`src/lat_pkg.sv`:
```
// ----------------------------------------------------------------------------
// lat_pkg: shared definitions for the LRU address tracker
// Field widths, operation codes, register map, controller states and the
// command/status bundles between the controller and the datapath.
// ----------------------------------------------------------------------------
`default_nettype none

package lat_pkg;

  localparam int ADDR_W    = 64;
  localparam int OCC_W     = 7;
  localparam int OP_W      = 2;
  localparam int CAP_W     = 7;
  localparam int DEPTH_DEF = 64;

  localparam logic [CAP_W-1:0] CAP_RESET = 7'd64;

  // APB register map: one 32-bit register per word
  localparam int CFG_AW    = 3;
  localparam int CFG_DW    = 32;
  localparam int REG_IDX_W = CFG_AW - 2;
  localparam logic [REG_IDX_W-1:0] REG_CAPACITY_LIMIT = 1'b0;

  typedef enum logic [OP_W-1:0] {
    OP_TOUCH  = 2'd0,
    OP_LOOKUP = 2'd1,
    OP_PURGE  = 2'd2,
    OP_CLEAR  = 2'd3
  } op_t;

  typedef enum logic [1:0] {
    ST_IDLE,
    ST_SCAN,
    ST_COMMIT
  } state_t;

  typedef struct packed {
    logic load;
    logic scan;
    logic commit;
  } ctrl_cmd_t;

  typedef struct packed {
    logic scan_done;
    logic out_free;
  } dp_sts_t;

endpackage

`default_nettype wire

```
`src/lat_ctrl.sv`:
```
// ----------------------------------------------------------------------------
// lat_ctrl: sequencing controller
// Takes one transaction at a time, runs the list scan in the datapath for all
// but clear and commits the result once the output register can take it.
// ----------------------------------------------------------------------------
`default_nettype none

module lat_ctrl import lat_pkg::*; (
  input  logic            clk,
  input  logic            rst_n,
  input  logic            in_valid,
  input  logic [OP_W-1:0] in_op,
  output logic            in_ready,
  output ctrl_cmd_t       cmd,
  input  dp_sts_t         sts
);

  state_t state_r, state_nxt;

  always_ff @(posedge clk) begin
    if (!rst_n) begin
      state_r <= ST_IDLE;
    end else begin
      state_r <= state_nxt;
    end
  end

  always_comb begin
    state_nxt = state_r;
    in_ready  = 1'b0;
    cmd       = '0;
    case (state_r)
      ST_IDLE: begin
        in_ready = 1'b1;
        if (in_valid) begin
          cmd.load = 1'b1;
          // clear needs no pass over the list
          state_nxt = (op_t'(in_op) == OP_CLEAR) ? ST_COMMIT : ST_SCAN;
        end
      end
      ST_SCAN: begin
        cmd.scan = 1'b1;
        if (sts.scan_done) begin
          state_nxt = ST_COMMIT;
        end
      end
      ST_COMMIT: begin
        if (sts.out_free) begin
          cmd.commit = 1'b1;
          state_nxt  = ST_IDLE;
        end
      end
      default: begin
        state_nxt = ST_IDLE;
      end
    endcase
  end

endmodule

`default_nettype wire

```
`config.mk`:
```
export PLATFORM = sky130hd
export DESIGN_NAME = lat_ctrl
export DESIGN_NICKNAME = d
export VERILOG_FILES = /design/src/lat_pkg.sv /design/src/lat_ctrl.sv
export SDC_FILE = /design/constraint.sdc
export NUM_CORES = 1
export LEC_CHECK = 0
export BUFFER_PORTS_ARGS = -buffer_cell sky130_fd_sc_hd__buf_2
export CAP_MARGIN = 40
export CORE_AREA = 5 5 42 44
export CTS_BUF_LIST = sky130_fd_sc_hd__clkbuf_4 sky130_fd_sc_hd__clkbuf_8
export DETAILED_ROUTE_END_ITERATION = 10
export DIE_AREA = 0 0 47 49
export SLEW_MARGIN = 20
export SYNTH_ARGS = -nofsm -noshare
export SYNTH_HDL_FRONTEND = slang
export SYNTH_SLANG_ARGS = --single-unit
```
`constraint.sdc`:
```
create_clock -name clk -period 2.3 [get_ports clk]
set_input_delay 0.115 -clock clk [delete_from_list [all_inputs] [get_ports clk]]
set_output_delay 0.115 -clock clk [all_outputs]
set_load 0.03 [all_outputs]
```
Yosys cells after proc, flatten, opt, wreduce, memory -nomap -nowiden --
Cells that the tools add are included.
Word-level totals: word-level logic and storage cells 20, register bits after elaboration 2, output and inout port bits 4, bits of input ports 7
Cells by class: mux-type cells 11, equal/unequal tests 6, reductions and logical operators 2
Operators by type and width (count):
- $mux 2 | 4
- $mux 1 | 6
- $ne 2x2->1 const B | 3
- $pmux 2 s3 | 1
- $eq 2x2->1 const B | 2
- $reduce_and 3->1 | 1
- $eq 2x1->1 const B | 1
- $logic_not 2->1 | 1

Logic depth before layout (Yosys ltp) --
Gate-level depths: netlist of the first run.
depth in word-level cells 4, gate-level depth with buffers 3, mapped depth without buffers 3

Worst setup path before layout of the first run --
Ideal clock, no wire load.
path kind reg2out, start point register state_r[1], end point output cmd[2] (netlist name), buffers on the path 0, required time 2.185 ns, slack 1.022 ns, cell stages (with the launch flop) 3, arrival 1.163 ns, cell sequence dfxtp_1 -> nor2_1 -> and2_1
RTL lines:
- start, declared | RTL line lat_ctrl.sv:18 | state_t state_r, state_nxt;
- start signal, assigned | RTL line lat_ctrl.sv:24 | state_r <= state_nxt;
- end, declared | RTL line lat_ctrl.sv:14 | output ctrl_cmd_t cmd,

==> results.yml, run 1 <==
run_status:
  status: "finished, final reports clean"
finish:
  area_growth_syn_to_layout_pct: 77.9
  top_register: "state_r"
  drive_above_1_share: 0.483
  finalInstanceArea_sq_um: 211
  fin_nets: 38
  antenna_cells: 0
  largest_reg_flops: 2
  fill_cells: 164
  reg.largest.list: "state_r (2)"
sta:
  final_max_slew_viol_count: 0
  final.setup.tns_ps: 0
  hold_viol: 0
  fmax_mhz: 876
  clock-skew-final_ps: 1.65
  timing.final.crit_period_ps: 1140
  finalSetupViolCount: 0
  post-route-period-util: 0.496
  rsz0062_at_grt: "no"
  worst_pin_slew_ps: 194
  maxSlewHeadroom: 0.870
  holdWs_ps: 138
logic_synthesis:
  synth_area_sq_um: 119
  yosys.area_share.adder: 0
  synth.distinct_cells: 12
  yosys-top-cells-area: "dfxtp_1 34%, and3_1 11%, nor3b_2 11%"
  synthSimpleGateAreaFrac: 0.453
  syn_avg_cell_area_sq_um: 7.43
  seq_area_frac_synth: 0.337
  yosys_warnings: 0
  synth_edf_count: 0
  synth-xor-area-share: 0
  ys_ff_latch: 2
  syn-num-nets: 23
  synth_top_area_frac: 0.337
  yosys.area.top_type: "dfxtp_1"
  synth_top_family_by_area: "simple AND/OR/NAND/NOR gates"
  synth_cells: 16
  synth-async-reset-ratio: 0
  synth_commonest_cells: "2 x and3_1, 2 x dfxtp_1, 2 x nor2_1, 2 x o21ai_0"
  ys_dominant_reg_cell: "dfxtp_1"
  synthMuxAreaShare: 0
  synth-compound-area-share: 0.179
power_and_ir_drop:
  p_int_w: 0.000111
  sequentialPowerShare: 0.269
  p_clk_frac: 0.482
  vdd_ir_drop_max_mv: 0.0949
  p_leak_nw: 0.106
  p_comb_frac: 0.249
  p_sw_w: 0.0000468
  p_per_area_nw_per_um2: 745
  swShare: 0.297
cts:
  clock_latency_ps: 220
  h-tree-depth: 1
  cts_made_buffers: 3
  clock_sinks: 2
  post_cts_buffers: 0
  cts.clk_slew.worst_paths_ps: 30
  cts_root_buffer: "clkbuf_4"
  cts.path.max_buffers: 2
  cts_tree: "done"
  cts_resized: 0
  postCtsHoldBufs: 0
floorplanning:
  ios: 11
  rows: 14
  die_w_um: 47
  dieArea_sq_um: 2300
  die_h_um: 49
  core_area_sq_um: 1400
  initial_core_util: 0.0848
global_routing:
  grt_pass1_vias: 153
  overflow: 0
  grt_pass1_wl_um: 517
  grt_max_degree: 7
  antenna_found_initial: 0
  grt.total_usage: 0.0359
worst_hold_path:
  worstHoldStart: "rst_n"
  hold_depth: 2
  holdPathEnd: "state_r[1]"
  hp-class: "primary input to flop"
drt:
  postRouteAntennaNets: 0
  drc: 0
  num_vias: 159
  routed_via_density: 3.53
  dr.first_iter.drc_count: 0
  wl_um: 350
  avgRoutedWirePerCell_um: 7.78
  firstDrtPassIters: 1
setup_path:
  critPathKind: "flop to primary output"
  r2r_end: "state_r[1]"
  worst_r2r_path_depth: 3
  crit_fanout: 6
  required_ps: 2180
  r2r_slack_ps: 1460
  r2r_start: "state_r[1]"
  critPathCaptureType: "primary output"
  crit_arrival_ps: 1030
  worstSetupStartpointType: "flop"
placed_design:
  place_area_sq_um: 189
  portBuffers: 10
  globalplace.congestion: 0.730
job:
  cap_violations: 0
==> worst max-delay path by stage <==
stage,start,end,depth (start not counted)
global placement,state_r[1],cmd[2],3
finish,state_r[0],cmd[0],3
floorplan,state_r[1],cmd[2],2
CTS,state_r[1],cmd[2],3
global route,state_r[1],cmd[2],3
detailed placement,state_r[0],cmd[0],3
==> cells in the final DEF, fill, tap and decap left out <==
cell type,netlist,routed
a21oi_1,1,1
a31oi_1,1,1
and2_1,1,1
and3_1,2,2
buf_2,0,10
clkbuf_4,0,3
dfxtp_1,2,2
inv_1,1,1
nand2_1,1,1
nand3_1,1,1
nor2_1,2,2
nor2b_1,1,1
nor3b_2,1,1
o21ai_0,2,2
==> cells by family after synthesis <==
| group | after synthesis |
|---|---|
| AO/OA/AOI/OAI | 4 |
| AND/OR/NAND/NOR | 9 |
| buffers and inverters | 1 |
| flip-flops | 2 |
==> critical path, stage by stage, from the launching register on <==
cell and delay [ps]:
dfxtp_1 390, inv_1 90, and3_1 160, buf_2 170
==> per-stage QoR <==
step / total power, W / cells / setup slack, ps / utilization
finish: 0.000158 / 45 / 1160 / 0.151
global route: 0.000169 / 45 / 1060 / 0.151
CTS: 0.000165 / 45 / 1140 / 0.151
detailed placement: 0.0000830 / 42 / 1380 / 0.135
global placement: 0.0000826 / 42 / 1390 / 0.135
floorplan: 0.0000679 / 16 / 1020 / -
==> power groups by stage <==
stage	Combinational, W	Clock, W	Sequential (W)
after CTS	0.0000402	0.0000821	0.0000425
after global placement	0.0000400	0	0.0000426
after floorplan	0.0000262	0	0.0000417
final	0.0000393	0.0000759	0.0000424
after detailed placement	0.0000401	0	0.0000430
after global routing	0.0000442	0.0000821	0.0000431
==> metal layers <==
layer	vias to the layer above	global-route usage	wire length, um
met4	0	0.0691	19
met1	66	0.0263	134
met2	7	0.0475	165
met5	-	0	0
li1	84	-	-
met3	2	0.0111	31
==> layout make-up <==
cell class              instances  area [sq um]  area share
flip-flops and latches          2          40.0       0.189
inverters                       1          3.75      0.0178
clock buffers                   3          22.5       0.107
well taps                      16          20.0      0.0947
repair buffers                 10          50.0       0.237
multi-input cells              13          75.1       0.355
Power figures use the tool's default switching activity.
==> run 2: changes to the inputs <==
- clock period: 2.3 -> 1.2 ns (I/O delays scaled with it)
==> run 2 against run 1 <==
Effect of this change: clock power increased by 91%; final cell count unchanged; routed wire length increased by 0.86%; sequential share of layout area decreased by 0.22 points; critical path type unchanged; largest cell class unchanged; largest power group unchanged.
==> results.yml, run 2 (synthesis results as in run 1) <==
setup_path:
  r2r_start: "state_r[1]"
  critPathKind: "flop to primary output"
  required_ps: 1140
  r2r_slack_ps: 330
  crit_start: "state_r[0]"
  crit_arrival_ps: 1030
  r2r_end: "state_r[1]"
  critPathCaptureType: "primary output"
  worst_r2r_path_depth: 3
  critPathCapture: "cmd[0]"
  worstSetupStartpointType: "flop"
  crit_fanout: 6
global_routing:
  grt_pass1_wl_um: 607
  antenna_found_initial: 0
  grt_max_degree: 7
  overflow: 0
  grt.total_usage: 0.0450
  grt_pass1_vias: 151
power_and_ir_drop:
  p_leak_nw: 0.106
  p_per_area_nw_per_um2: 1420
  vdd_ir_drop_max_mv: 0.159
drt:
  drc: 0
  avgRoutedWirePerCell_um: 7.84
  firstDrtPassIters: 2
  routed_via_density: 3.44
  wl_um: 353
  postRouteAntennaNets: 0
  num_vias: 155
  dr.first_iter.drc_count: 4
finish:
  fin_nets: 38
  top_register: "state_r"
  reg.largest.list: "state_r (2)"
  largest_reg_flops: 2
  drive_above_1_share: 0.517
  area_growth_syn_to_layout_pct: 80.0
  finalInstanceArea_sq_um: 214
  fill_cells: 175
  layout_common_cells: "10 x buf_2, 3 x clkbuf_4, 2 x and3_1, 2 x o21ai_0, 2 x dfxtp_1"
  final_common_cell: "buf_2"
  antenna_cells: 0
placed_design:
  globalplace.congestion: 0.685
  place_area_sq_um: 191
  place_hpwl_um: 291
  portBuffers: 10
cts:
  cts_resized: 0
  clock_sinks: 2
  cts.clk_slew.worst_paths_ps: 30
  cts_made_buffers: 3
  cts_tree: "done"
  h-tree-depth: 1
  postCtsHoldBufs: 0
  cts_root_buffer: "clkbuf_4"
  cts.path.max_buffers: 2
  post_cts_buffers: 0
  clock_latency_ps: 220
sta:
  post-route-period-util: 0.911
  final.setup.tns_ps: 0
  timing.final.crit_period_ps: 1090
  fmax_mhz: 915
  finalSetupViolCount: 0
  maxSlewHeadroom: 0.855
  hold_viol: 0
  clock-skew-final_ps: 1.46
  rsz0062_at_grt: "no"
  worst_pin_slew_ps: 217
  final_max_slew_viol_count: 0
floorplanning:
  dieArea_sq_um: 2300
  die_h_um: 49
  ios: 11
  rows: 14
  initial_core_util: 0.0848
  die_w_um: 47
  core_area_sq_um: 1400
run_status:
  status: "finished, final reports clean"
worst_hold_path:
  hp-class: "primary input to flop"
job:
  cap_violations: 0
-- run 2: worst max-delay path, stage by stage (launching register included) --
cell	delay [ps]
dfxtp_1	390
inv_1	90
and3_1	160
buf_2	170
-- run 2: cell type report --
class | count | area (sq um) | share of cell area
multi-input cells | 13 | 77.6 | 0.363
repair buffers | 10 | 50.0 | 0.234
flip-flops and latches | 2 | 40.0 | 0.187
clock buffers | 3 | 22.5 | 0.105
well taps | 16 | 20.0 | 0.0936
inverters | 1 | 3.75 | 0.0175
-- run 2: worst min path at each step --
stage                     start    endpoint  slack [ps]  cells after the start
after floorplan           rst_n  state_r[1]         210                      1
after global placement    rst_n  state_r[1]         310                      2
after detailed placement  rst_n  state_r[1]         300                      2
after CTS                 rst_n  state_r[1]          70                      2
after global routing      rst_n  state_r[1]          90                      2
final                     rst_n  state_r[1]          80                      2
-- run 2: where the power goes --
group | switching, W | leakage (nW) | internal, W
sequential | 0.00000890 | 0.0165 | 0.0000730
clock | 0.0000351 | 0.0138 | 0.000110
combinational | 0.0000470 | 0.0761 | 0.0000300
total | 0.0000910 | 0.106 | 0.000213
-- run 2: per-layer routing --
layer / vias up / global-route usage / wire, um
met5: - / 0 / 0
met4: 0 / 0.0691 / 23
met3: 2 / 0.0443 / 45
met2: 7 / 0.0475 / 165
met1: 63 / 0.0349 / 119
li1: 83 / - / -
-- run 2: stage by stage --
| stage | hold WS [ps] | total power, W | cells | util | setup slack [ps] |
|---|---|---|---|---|---|
| final | 78.5 | 0.000304 | 45 | 0.153 | 107 |
| after global routing | 87.1 | 0.000338 | 45 | 0.153 | 10.9 |
| after CTS | 71.5 | 0.000315 | 45 | 0.153 | 94.8 |
| after detailed placement | 302 | 0.000161 | 42 | 0.137 | 329 |
| after global placement | 314 | 0.000160 | 42 | 0.137 | 340 |
| after floorplan | 206 | 0.000132 | 16 | - | 132 |
==> run 3: changes to the inputs <==
- BUFFER_PORTS_ARGS: -buffer_cell sky130_fd_sc_hd__buf_2 -> not set
- CAP_MARGIN: 40 -> 0
- DONT_BUFFER_PORTS: not set -> 1
==> run 3 against run 2 <==
Effect of this change: final cell count decreased by 16%; largest power group unchanged; count of clock-buffer cells in the layout unchanged; design area decreased by 12%; critical path depth decreased by 1; via count decreased by 18%; first-iteration DRC count decreased by 100%; non-clock buffer count decreased by 7; core utilization decreased by 1.8 points; power decreased by 1.3%; setup slack improved by 8.1 ps; sequential power about the same; sequential share of layout area increased by 2.5 points; largest cell class unchanged.
==> results.yml, run 3 (synthesis results as in run 1) <==
run_status:
  status: "finished, final reports clean"
sta:
  timing.final.crit_period_ps: 1080
  hold_viol: 0
  holdWs_ps: 91.9
  final_max_slew_viol_count: 0
  worst_pin_slew_ps: 307
  final.setup.tns_ps: 0
  fmax_mhz: 922
  rsz0062_at_grt: "no"
  post-route-period-util: 0.904
  maxSlewHeadroom: 0.796
  clock-skew-final_ps: 3.80
  finalSetupViolCount: 0
placed_design:
  placed_cells: 34
  globalplace.congestion: 0.629
  portBuffers: 0
  place_hpwl_um: 293
finish:
  fin_nets: 31
  area_growth_syn_to_layout_pct: 58.9
  top_register: "state_r"
  fin_cells: 38
  antenna_cells: 0
  layout_common_cells: "3 x clkbuf_4, 2 x and3_1, 2 x o21ai_0, 2 x buf_4, 2 x dfxtp_1"
  drive_above_1_share: 0.318
  fill_cells: 172
  reg.largest.list: "state_r (2)"
  final_common_cell: "clkbuf_4"
  largest_reg_flops: 2
global_routing:
  grt.total_usage: 0.0387
  antenna_found_initial: 0
  grt_pass1_wl_um: 552
  overflow: 0
  grt_pass1_vias: 164
  grt_max_degree: 7
floorplanning:
  initial_core_util: 0.0848
  rows: 14
  die_w_um: 47
  dieArea_sq_um: 2300
  die_h_um: 49
  core_area_sq_um: 1400
  ios: 11
setup_path:
  slowest_stage: "dfxtp_1"
  required_ps: 1140
  r2r_start: "state_r[1]"
  r2r_end: "state_r[1]"
  crit_chain: "nor2_2 -> and2_1"
  critPathCapture: "cmd[2]"
  critPathKind: "flop to primary output"
  crit_fanout: 6
  crit_arrival_ps: 1020
  worstSetupStartpointType: "flop"
  worst_r2r_path_depth: 3
  r2r_slack_ps: 320
  critPathCaptureType: "primary output"
  max_stage_delay_ps: 350
  crit_start: "state_r[1]"
power_and_ir_drop:
  sequentialPowerShare: 0.272
  p_sw_w: 0.0000904
  swShare: 0.301
  p_int_w: 0.000210
  p_comb_frac: 0.231
  p_leak_nw: 0.0786
  finalPower_w: 0.000300
  vdd_ir_drop_max_mv: 0.189
  p_clk_frac: 0.497
  p_per_area_nw_per_um2: 1590
drt:
  firstDrtPassIters: 1
  dr.first_iter.drc_count: 0
  avgRoutedWirePerCell_um: 9.42
  num_vias: 127
  postRouteAntennaNets: 0
  drc: 0
  wl_um: 358
  routed_via_density: 3.34
cts:
  cts_made_buffers: 3
  clock_sinks: 2
  cts.clk_slew.worst_paths_ps: 30
  post_cts_buffers: 0
  h-tree-depth: 1
  cts_root_buffer: "clkbuf_4"
  postCtsHoldBufs: 1
  clock_latency_ps: 220
  cts_resized: 0
  cts_tree: "done"
  cts.path.max_buffers: 2
job:
  cap_violations: 0
worst_hold_path:
  hp-class: "primary input to flop"
[run 3: worst min-delay path by stage]
stage | cells past startpoint | slack (ps) | end | from
global route | 2 | 130 | state_r[0] | in_valid
CTS | 2 | 90 | state_r[0] | in_valid
finish | 2 | 90 | state_r[0] | in_valid
floorplan | 1 | 210 | state_r[1] | rst_n
detailed placement | 1 | 220 | state_r[1] | rst_n
global placement | 1 | 220 | state_r[1] | rst_n
[run 3: metal layers]
layer	track usage	vias up	part of all wire
li1	-	68	-
met1	0.0328	50	0.33
met2	0.0498	7	0.51
met3	0	2	0.10
met4	0.0829	0	0.053
met5	0	-	0
[run 3: power groups by stage]
stage                     combinational, W  sequential (W)  clock [W]
after floorplan                  0.0000512       0.0000810          0
after global placement           0.0000667       0.0000824          0
after detailed placement         0.0000676       0.0000825          0
after CTS                        0.0000705       0.0000818   0.000159
after global routing             0.0000758       0.0000827   0.000163
final                            0.0000692       0.0000817   0.000149
[run 3: layout make-up]
class	count	area (sq um)	share of cell area
multi-input cells	13	77.6	0.411
repair buffers	3	25.0	0.132
clock buffers	3	22.5	0.119
flip-flops and latches	2	40.0	0.212
inverters	1	3.75	0.0199
well taps	16	20.0	0.106
[run 3: critical path, delay by kind of cell, from the launching register on]
family           cells  cell delay (ps)
flip-flops           1              350
AND/OR/NAND/NOR      2              460
[run 3: per-stage QoR]
stage / cell area, sq um / utilization / setup WS [ps]
finish: 189 / 0.135 / 115
global route: 189 / 0.135 / 63.7
CTS: 189 / 0.135 / 95.1
detailed placement: 156 / 0.112 / 318
global placement: 156 / 0.112 / 344
floorplan: 121 / - / 132
