## config.mk

```make
export PLATFORM = sky130hd
export DESIGN_NAME = lat_datapath
export DESIGN_NICKNAME = d
export VERILOG_FILES = /design/src/lat_pkg.sv /design/src/lat_datapath.sv
export SDC_FILE = /design/constraint.sdc
export NUM_CORES = 2
export LEC_CHECK = 0
export BUFFER_PORTS_ARGS = -buffer_cell sky130_fd_sc_hd__clkbuf_2
export CAP_MARGIN = 25
export CORE_MARGIN = 2
export CORE_UTILIZATION = 45
export CTS_CLUSTER_SIZE = 14
export DETAILED_ROUTE_END_ITERATION = 6
export GPL_TIMING_DRIVEN = 0
export HOLD_SLACK_MARGIN = 0.05
export PLACE_DENSITY = 0.69
export SLEW_MARGIN = 15
export SYNTH_ARGS = -nofsm -noshare
export SYNTH_HDL_FRONTEND = slang
export SYNTH_SLANG_ARGS = --single-unit
```

## constraint.sdc

```tcl
create_clock -name clk -period 13.65 [get_ports clk]
set_clock_uncertainty 0.2 [all_clocks]
set_input_delay 0 -clock clk [delete_from_list [all_inputs] [get_ports clk]]
set_output_delay 0 -clock clk [all_outputs]
set_load 0.05 [all_outputs]
```

## src/lat_pkg.sv

```systemverilog
// ----------------------------------------------------------------------------
// lat_pkg: shared definitions for the LRU address tracker
// Field widths, operation codes, register map, controller states and the
// command/status bundles between the controller and the datapath.
// ----------------------------------------------------------------------------
`default_nettype none

package lat_pkg;

  localparam int ADDR_W    = 64;
  localparam int OCC_W     = 7;
  localparam int OP_W      = 2;
  localparam int CAP_W     = 7;
  localparam int DEPTH_DEF = 64;

  localparam logic [CAP_W-1:0] CAP_RESET = 7'd64;

  // APB register map: one 32-bit register per word
  localparam int CFG_AW    = 3;
  localparam int CFG_DW    = 32;
  localparam int REG_IDX_W = CFG_AW - 2;
  localparam logic [REG_IDX_W-1:0] REG_CAPACITY_LIMIT = 1'b0;

  typedef enum logic [OP_W-1:0] {
    OP_TOUCH  = 2'd0,
    OP_LOOKUP = 2'd1,
    OP_PURGE  = 2'd2,
    OP_CLEAR  = 2'd3
  } op_t;

  typedef enum logic [1:0] {
    ST_IDLE,
    ST_SCAN,
    ST_COMMIT
  } state_t;

  typedef struct packed {
    logic load;
    logic scan;
    logic commit;
  } ctrl_cmd_t;

  typedef struct packed {
    logic scan_done;
    logic out_free;
  } dp_sts_t;

endpackage

`default_nettype wire

```

## src/lat_datapath.sv

```systemverilog
// ----------------------------------------------------------------------------
// lat_datapath: recency list storage and scan datapath
// Circular slot memory (oldest at head), one-entry-per-cycle compare scan
// that compacts in place for touch/purge, commit logic and the result register.
// ----------------------------------------------------------------------------
`default_nettype none

module lat_datapath import lat_pkg::*; #(
  parameter int DEPTH = DEPTH_DEF
) (
  input  logic              clk,
  input  logic              rst_n,
  input  ctrl_cmd_t         cmd,
  output dp_sts_t           sts,
  input  logic [OP_W-1:0]   in_operation,
  input  logic [ADDR_W-1:0] in_address,
  input  logic [ADDR_W-1:0] in_range_end,
  input  logic [CAP_W-1:0]  cap_limit,
  input  logic              out_ready,
  output logic              out_valid,
  output logic              out_evicted_valid,
  output logic [ADDR_W-1:0] out_evicted_address,
  output logic              out_hit,
  output logic [OCC_W-1:0]  out_occupancy
);

  localparam int IW = $clog2(DEPTH);
  localparam int CW = $clog2(DEPTH + 1);
  localparam int LW = (CW > CAP_W) ? CW : CAP_W;
  localparam logic [IW-1:0] LAST_SLOT = IW'(DEPTH - 1);

  function automatic logic [IW-1:0] next_slot(input logic [IW-1:0] p);
    next_slot = (p == LAST_SLOT) ? '0 : p + IW'(1);
  endfunction

  logic [ADDR_W-1:0] mem [DEPTH];
  logic [ADDR_W-1:0] rdata_r;

  op_t               op_r;
  logic [ADDR_W-1:0] addr_r, end_r, oldest_r;
  logic [IW-1:0]     head_r, head_nxt, rd_ptr_r, wr_ptr_r;
  logic [CW-1:0]     count_r, count_nxt, issued_r, seen_r, kept_r;
  logic              rd_pend_r, hit_r;

  logic              out_valid_r, ev_valid_r, hit_out_r;
  logic [ADDR_W-1:0] ev_addr_r;
  logic [OCC_W-1:0]  occ_r;

  logic              rd_en, match, in_range, drop, compact, at_limit;
  logic              c_we, c_ev_valid, c_hit;
  logic [ADDR_W-1:0] c_ev_addr;
  logic              mem_we;
  logic [ADDR_W-1:0] mem_wdata;
  logic [LW-1:0]     cap_w, depth_w, limit_w, cnt_w;

  assign rd_en    = cmd.scan && (issued_r != count_r);
  assign match    = (rdata_r == addr_r);
  assign in_range = (rdata_r >= addr_r) && (rdata_r < end_r);
  assign compact  = (op_r == OP_TOUCH) || (op_r == OP_PURGE);

  always_comb begin
    case (op_r)
      OP_TOUCH: drop = match;
      OP_PURGE: drop = in_range;
      default:  drop = 1'b0;
    endcase
  end

  // effective limit is the register clamped to the slot count
  always_comb begin
    cap_w    = LW'(cap_limit);
    depth_w  = LW'(DEPTH);
    cnt_w    = LW'(count_r);
    limit_w  = (cap_w > depth_w) ? depth_w : cap_w;
    at_limit = (cnt_w >= limit_w);
  end

  // wr_ptr_r ends the scan at head + kept, the slot after the last survivor
  always_comb begin
    head_nxt   = head_r;
    count_nxt  = count_r;
    c_we       = 1'b0;
    c_ev_valid = 1'b0;
    c_ev_addr  = '0;
    c_hit      = 1'b0;
    case (op_r)
      OP_TOUCH: begin
        if (hit_r) begin
          c_hit = 1'b1;
          c_we  = 1'b1;
        end else if (at_limit) begin
          c_ev_valid = 1'b1;
          if (count_r == '0) begin
            c_ev_addr = addr_r;
          end else begin
            // drop the oldest by advancing head; new entry lands after the last kept entry
            c_ev_addr = oldest_r;
            c_we      = 1'b1;
            head_nxt  = next_slot(head_r);
          end
        end else begin
          c_we      = 1'b1;
          count_nxt = count_r + CW'(1);
        end
      end
      OP_LOOKUP: c_hit = hit_r;
      OP_PURGE:  count_nxt = kept_r;
      OP_CLEAR:  count_nxt = '0;
      default:   count_nxt = count_r;
    endcase
  end

  assign mem_we    = cmd.commit ? c_we : (rd_pend_r && !drop && compact);
  assign mem_wdata = cmd.commit ? addr_r : rdata_r;

  always_ff @(posedge clk) begin
    if (mem_we) begin
      mem[wr_ptr_r] <= mem_wdata;
    end
  end

  always_ff @(posedge clk) begin
    if (rd_en) begin
      rdata_r <= mem[rd_ptr_r];
    end
  end

  always_ff @(posedge clk) begin
    if (!rst_n) begin
      head_r      <= '0;
      count_r     <= '0;
      rd_ptr_r    <= '0;
      wr_ptr_r    <= '0;
      issued_r    <= '0;
      seen_r      <= '0;
      kept_r      <= '0;
      rd_pend_r   <= 1'b0;
      hit_r       <= 1'b0;
      out_valid_r <= 1'b0;
    end else begin
      rd_pend_r <= rd_en;
      if (cmd.load) begin
        rd_ptr_r  <= head_r;
        wr_ptr_r  <= head_r;
        issued_r  <= '0;
        seen_r    <= '0;
        kept_r    <= '0;
        hit_r     <= 1'b0;
      end else begin
        if (rd_en) begin
          rd_ptr_r <= next_slot(rd_ptr_r);
          issued_r <= issued_r + CW'(1);
        end
        if (rd_pend_r) begin
          seen_r <= seen_r + CW'(1);
          if (match) begin
            hit_r <= 1'b1;
          end
          if (!drop) begin
            wr_ptr_r <= next_slot(wr_ptr_r);
            kept_r   <= kept_r + CW'(1);
          end
        end
      end
      if (cmd.commit) begin
        head_r      <= head_nxt;
        count_r     <= count_nxt;
        out_valid_r <= 1'b1;
      end else if (out_ready) begin
        out_valid_r <= 1'b0;
      end
    end
  end

  always_ff @(posedge clk) begin
    if (cmd.load) begin
      op_r   <= op_t'(in_operation);
      addr_r <= in_address;
      end_r  <= in_range_end;
    end
    // capture the oldest entry as it streams past
    if (rd_pend_r && (seen_r == '0)) begin
      oldest_r <= rdata_r;
    end
    if (cmd.commit) begin
      ev_valid_r <= c_ev_valid;
      ev_addr_r  <= c_ev_addr;
      hit_out_r  <= c_hit;
      occ_r      <= OCC_W'(count_nxt);
    end
  end

  assign sts.scan_done = (seen_r == count_r);
  assign sts.out_free  = !out_valid_r || out_ready;

  assign out_valid           = out_valid_r;
  assign out_evicted_valid   = ev_valid_r;
  assign out_evicted_address = ev_addr_r;
  assign out_hit             = hit_out_r;
  assign out_occupancy       = occ_r;

endmodule

`default_nettype wire

```

After elaboration in Yosys (flattened, before gate mapping):

Memories as Yosys holds them, arrays and structs flattened. A register that Yosys moved wholly into a read port is not among the register bits.
Cells that the tools add are included.

* register bits after elaboration: 316
* bits in writable memories: 4096
* output and inout port bits: 76
* logic and storage cells: 95
* memories kept: 1

* $add $sub $neg: 7
* order comparisons: 4
* equality and inequality tests: 10
* muxes and demuxes: 27
* bitwise gates (word level): 6
* reductions and logical operators: 22

Memories
* mem: depth 64, bits a word 64, read ports 1, clocked after Yosys merged registers in 1, write ports 1, RTL line lat_datapath.sv:36 `logic [ADDR_W-1:0] mem [DEPTH];`

Operator list (count)
* 64-bit 2-to-1 mux: 2
* 64-bit == test: 1
* 64-bit >= comparator: 1
* 64-bit < comparator: 1
* 6-bit 2-to-1 mux: 8
* 7-bit by 1-bit adder with 7-bit output (second input constant): 4
* 7-bit 2-to-1 mux: 3
* 7-bit one-hot mux with 3 select lines: 1
* 6-bit by 1-bit adder with 6-bit output (second input constant): 3
* 6-bit == test (second input constant): 3
* 7-bit zero test: 2
* 1-bit 2-to-1 mux: 11
* 7-bit == test: 1
* 7-bit >= comparator: 1
* 7-bit > comparator (second input constant): 1
* 7-bit != test: 1
* 1-bit inverter: 6
* 2-bit AND reduction: 3
* 2-bit nonzero test: 3
* 1-bit logical AND: 5
* 5-bit AND reduction: 1
* 2-bit == test (second input constant): 2
* 1-bit one-hot mux with 2 select lines: 2
* 2-bit OR reduction: 2
* 6 further kinds: 8

Depth between registers and ports, before layout:

* depth in word-level cells: 9
* depth in mapped cells: 13

Worst setup path after synthesis:

No wires, ideal clock.

* path type: register to register
* start: register count_r[0], in the netlist cnt_w[0]
* end: memory mem[10][0], enable pin
* library setup time: 829 ps
* arrival time: 12162 ps
* setup slack: 459 ps
* stages on the path, launching flop included: 13
* buffers on the path: 2
* path through: dfxtp_1 -> clkbuf_1 -> inv_1 -> ha_1 -> nand2b_1 -> a21o_1 -> a21oi_1 -> o21ai_0 -> a21oi_1 -> nor3_1 -> or3_1 -> buf_1 -> a2111oi_0

* cells in the longest elaborated chain, start to end: 8
* elaborated cells on any way between the ends: 9
* classes of those cells: order compare: 1; mux: 7; reduce/logical: 1

RTL lines
* start: declaration: RTL line lat_datapath.sv:42 `logic [CW-1:0] count_r, count_nxt, issued_r, seen_r, kept_r;`
* start signal: assignment: RTL line lat_datapath.sv:167 `count_r <= count_nxt;`
* branches (longest 2 deep; another with 7-bit >= comparator)
* 1-bit 2-to-1 mux *: RTL line lat_datapath.sv:91 `end else if (at_limit) begin`
* 1-bit 2-to-1 mux *: RTL line lat_datapath.sv:88 `if (hit_r) begin`
* 1-bit 2-to-1 mux *: RTL line lat_datapath.sv:86 `case (op_r)`
* 1-bit 2-to-1 mux *: RTL line lat_datapath.sv:113 `assign mem_we = cmd.commit ? c_we : (rd_pend_r && !drop && compact);`
* 1-bit 2-to-1 mux *: RTL line lat_datapath.sv:117 `if (mem_we) begin`
* 1-bit 2-to-1 mux (not written as such) *: RTL line lat_datapath.sv:118 `mem[wr_ptr_r] <= mem_wdata;`
* end: declaration: RTL line lat_datapath.sv:36

Every way passes the cells marked *.

Final worst setup path:

* start: register rdata_r[63] (read register of mem)
* end: memory mem[13][35], enable pin

* cells in the longest elaborated chain, start to end: 9
* elaborated cells on any way between the ends: 11
* classes of those cells: order compare: 2; eq/ne: 1; mux: 4; reduce/logical: 4

RTL lines
* start: declaration: RTL line lat_datapath.sv:37 `logic [ADDR_W-1:0] rdata_r;`
* 64-bit >= comparator / 64-bit < comparator (equally long branches): RTL line lat_datapath.sv:58 `assign in_range = (rdata_r >= addr_r) && (rdata_r < end_r);`
* 1-bit logical AND: RTL line lat_datapath.sv:58
* 1-bit one-hot mux with 2 select lines *: RTL line lat_datapath.sv:62 `case (op_r)`
* 1-bit zero test *
* 1-bit logical AND * (2 in a row): RTL line lat_datapath.sv:113
* 1-bit 2-to-1 mux *: RTL line lat_datapath.sv:113
* 1-bit 2-to-1 mux *: RTL line lat_datapath.sv:117
* 1-bit 2-to-1 mux (not written as such) *: RTL line lat_datapath.sv:118

Mark *: on every way between the ends. The rest lies on a longest branch, timed or not.

==> results.txt <==
----------------------------------------------------
[Placement]
  Routability-driven placement congestion ratio ... 0.8800
  Final HPWL DP ... 335600 um
  Worst setup slack after placement ... 5.781 ns
  Port Buf Inserts ... 217

[Clocking]
  Cts bufs inserted ... 423
  Post-cts resize count ... 0
  CTS H-tree depth ... 5
  Count of buffers added by post-CTS timing repair for setup ... 0
  Clock tree from TritonCTS ... built
  Clock Latency Late Sink ... 1.01 ns
  Root buffer selected by CTS ... sky130_fd_sc_hd__clkbuf_16
  Clock transition at the register clock pins on the worst setup and hold paths after CTS ... 0.06 ns
  # hold bufs at CTS ... 363
  Clock Sink Count ... 4476
  Worst-case clock buffer depth ... 4

[Floorplanning]
  Core Region ... 382900 um^2
  Initial standard-cell utilization of the core ... 45.25%
  Total Die Area ... 390000 um^2
  Chip height ... 624.5 um
  Row Count ... 227
  Top-level port count ... 219
  Die Wd ... 624.5 um

[Outcome]
  Result of the run ... complete, but fails checks
  Failing checks ... DRC

[Cells and area]
  Filler instances ... 27600
  Commonest non-fill, non-tap cell in the layout ... sky130_fd_sc_hd__edfxtp_1
  Layout Area Growth over Synthesis ... 19.24%
  Share of post-route cells with drive strength above 1 ... 32.87%
  Net count, final ... 9209
  Commonest non-fill, non-tap cells in the layout ... sky130_fd_sc_hd__edfxtp_1, sky130_fd_sc_hd__mux4_2, sky130_fd_sc_hd__clkbuf_16

[STA]
  Final min period ... 7.985 ns
  Final Hold Viols ... 0
  Final number of setup-violating endpoints ... 0
  Portion of the clock cycle consumed by the worst path in the final layout ... 58.50%
  Fmax ... 125.2 MHz
  Worst Setup Slack, final ... 5.665 ns
  Slew at the pin with the worst max-slew slack ... 1.158 ns
  Max-slew violation count ... 0
  Sum of negative setup slack ... 0 ns
  Normalized max-slew margin ... 22.82%
  Setup repair after global routing missed its margin ... no

[Worst setup path]
  Ordered list of cells on the worst path ... ha_1, nand4_1, nor4_4, nand4_1, o41ai_4, nor2_1, a21o_1, o21ai_4, a2111oi_2, buf_2, buf_2, buf_2, buf_2, buf_2, buf_2, buf_2, buf_2
  Arrival time reported for the critical path endpoint ... 8.52 ns
  Largest delay share family, worst path ... simple AND/OR/NAND/NOR gates
  Crit-path max FO ... 10
  Standard cell with the maximum stage delay on the critical path ... sky130_fd_sc_hd__o41ai_4
  Type of element capturing the critical path ... register
  Worst stage delay on the critical path ... 1.14 ns
  Classification of the worst setup path ... register to register
  Critical Path Source Type ... register
  Count of buffer and inverter cells on the critical path ... 8
  CP dominant cell by count ... sky130_fd_sc_hd__buf_2
  Data required time at the worst endpoint ... 14.19 ns

[Logic synthesis]
  Portion of the post-synthesis area used by sequential elements ... 77.30%
  Cell area after synthesis ... 173200 um^2
  Synthesized flop and latch total ... 4476
  Share of synthesized flip-flops with an asynchronous set or reset ... 0%
  Post-Syn Instances ... 7326
  Number of distinct library cells after synthesis ... 70
  Dominant synthesized flop cell ... sky130_fd_sc_hd__edfxtp_1
  Syn nets ... 7612
  Warnings, synthesis ... 0
  Count of flip-flops with a built-in enable after synthesis ... 4427
  Mapped Avg Cell Area ... 23.65 um^2

[Run]
  Max-cap violation count ... 0

[Route]
  Drt pass-1 iters ... 7
  Drt wl/cell ... 33.44 um
  Total length of routed wires ... 480000 um
  Iteration-0 DRC count of the detailed router ... 12550
  Post-route DRC violation count ... 150
  Antenna-violating nets left ... 0
  Avg Vias per Cell ... 6.163
  Routed via count ... 88480

[Global route]
  Global-route wire length before repair ... 665800 um
  Antenna violations before repair ... 40
  Pin count of the biggest net entering global routing ... 72
  Total global routing overflow ... 0
  Number of global-route vias before repair ... 88780
  Overall routing resource usage ... 24.24%

[Power]
  Maximum vdd drop ... 0.0001084 V
  PwrDens ... 137.5 nW/um^2
  Reported leakage power ... 65.16 nW

[Min path]
  Worst min-delay path class ... input pin to register

----------------------------------------------------
## Yosys cell counts, types with 21 or more instances
master	n	area, um^2
sky130_fd_sc_hd__a211oi_1	52	390.4
sky130_fd_sc_hd__mux4_2	1344	30270
sky130_fd_sc_hd__xor2_1	21	183.9
sky130_fd_sc_hd__clkbuf_1	224	840.8
sky130_fd_sc_hd__ha_1	143	1789
sky130_fd_sc_hd__mux2_2	63	709.4
sky130_fd_sc_hd__buf_1	36	135.1
sky130_fd_sc_hd__buf_2	110	550.5
sky130_fd_sc_hd__nand3_1	27	135.1
sky130_fd_sc_hd__a21oi_1	145	725.7
sky130_fd_sc_hd__edfxtp_1	4427	132900
sky130_fd_sc_hd__inv_1	142	533.0
sky130_fd_sc_hd__o21ai_0	50	250.2
sky130_fd_sc_hd__nand4_1	35	219.0
sky130_fd_sc_hd__nor2_1	55	206.5
sky130_fd_sc_hd__nand2_1	213	799.5
sky130_fd_sc_hd__dfxtp_1	49	980.9
## per-stage QoR
step | hold WS, ns | std cells | instance area (um^2) | utilization, % | power, mW
final | 0.08614 | 14360 | 206600 | 53.95 | 28.40
after global routing | 0.09394 | 14310 | 206400 | 53.92 | 29.07
after CTS | 0.05013 | 14250 | 205300 | 53.61 | 28.42
after detailed placement | -0.02136 | 13110 | 188100 | 49.14 | 16.96
after global placement | -0.02054 | 12580 | 180600 | 47.18 | 16.86
after floorplan | -0.1011 | 7326 | 173200 | - | 16.36
## worst min-delay path: cells and delay by family
| kind | cells | cell delay, ns |
|---|---|---|
| buffers and inverters | 3 | 1.17 |
## cell type report
cell class                      count  area [um^2]  area share, %
Clock buffer                      513        11000          5.324
Timing Repair Buffer             1172        12450          6.029
Antenna cell                       50        125.1        0.06057
Clock inverter                    258         2477          1.199
Sequential cell                  4476       133900          64.83
Tap cell                         5038         6304          3.052
Multi-Input combinational cell   2332        38100          18.44
Buffer                            376         1654         0.8008
Inverter                          142        533.0         0.2580
## logic make-up after synthesis
kind of cell / share of synthesized area (%)
XOR/XNOR: 0.1618
buffers and inverters: 1.226
flip-flops: 77.30
AO/OA/AOI/OAI: 1.191
multiplexers: 17.95
adder cells (fa/ha/maj): 1.033
AND/OR/NAND/NOR: 1.139
## power breakdown
| part | switching (mW) | internal, mW | leakage [nW] |
|---|---|---|---|
| Combinational | 0.922 | 0.555 | 18.2 |
| Clock | 5.10 | 6.47 | 6.56 |
| Sequential | 0.0627 | 15.3 | 40.4 |
## per-layer routing
metal  vias up  routed length, um  share of wire [%]  track usage [%]
li1      34630                  -                  -                -
met1     46710             164500                 34            30.76
met5         -                148              0.031                0
met4        16              22180                4.6            10.19
met2      5994             236700                 49            40.02
met3      1134              56530                 12            6.014
## path summary, 6_finish.rpt
| check | start | to | slack (ns) | cells after the start |
|---|---|---|---|---|
| setup / recovery | rdata_r[63]$_DFFE_PP_ | mem[13][35]$_DFFE_PP_ | 5.66 | 17 |
| hold / removal | in_range_end[46] | end_r[46]$_DFFE_PP_ | 0.09 | 3 |
| setup reg to reg | rdata_r[63]$_DFFE_PP_ | mem[13][35]$_DFFE_PP_ | 5.66 | 17 |
| hold reg to reg | rdata_r[9]$_DFFE_PP_ | oldest_r[9]$_DFFE_PP_ | 0.32 | 0 |
## flip-flops by register name (all words and copies together), names as in the netlist
signal	cells
cnt_w	7
out_occupancy	7
addr_r	64
out_hit	1
op_r	2
hit_r	1
rd_pend_r	1
head_r	6
issued_r	7
out_valid	1
out_evicted_valid	1
end_r	64
out_evicted_address	64
wr_ptr_r	6
oldest_r	64
rdata_r	64
rd_ptr_r	6
seen_r	7
kept_r	7
mem	4096
No activity file was read; power rests on OpenSTA's default activity.
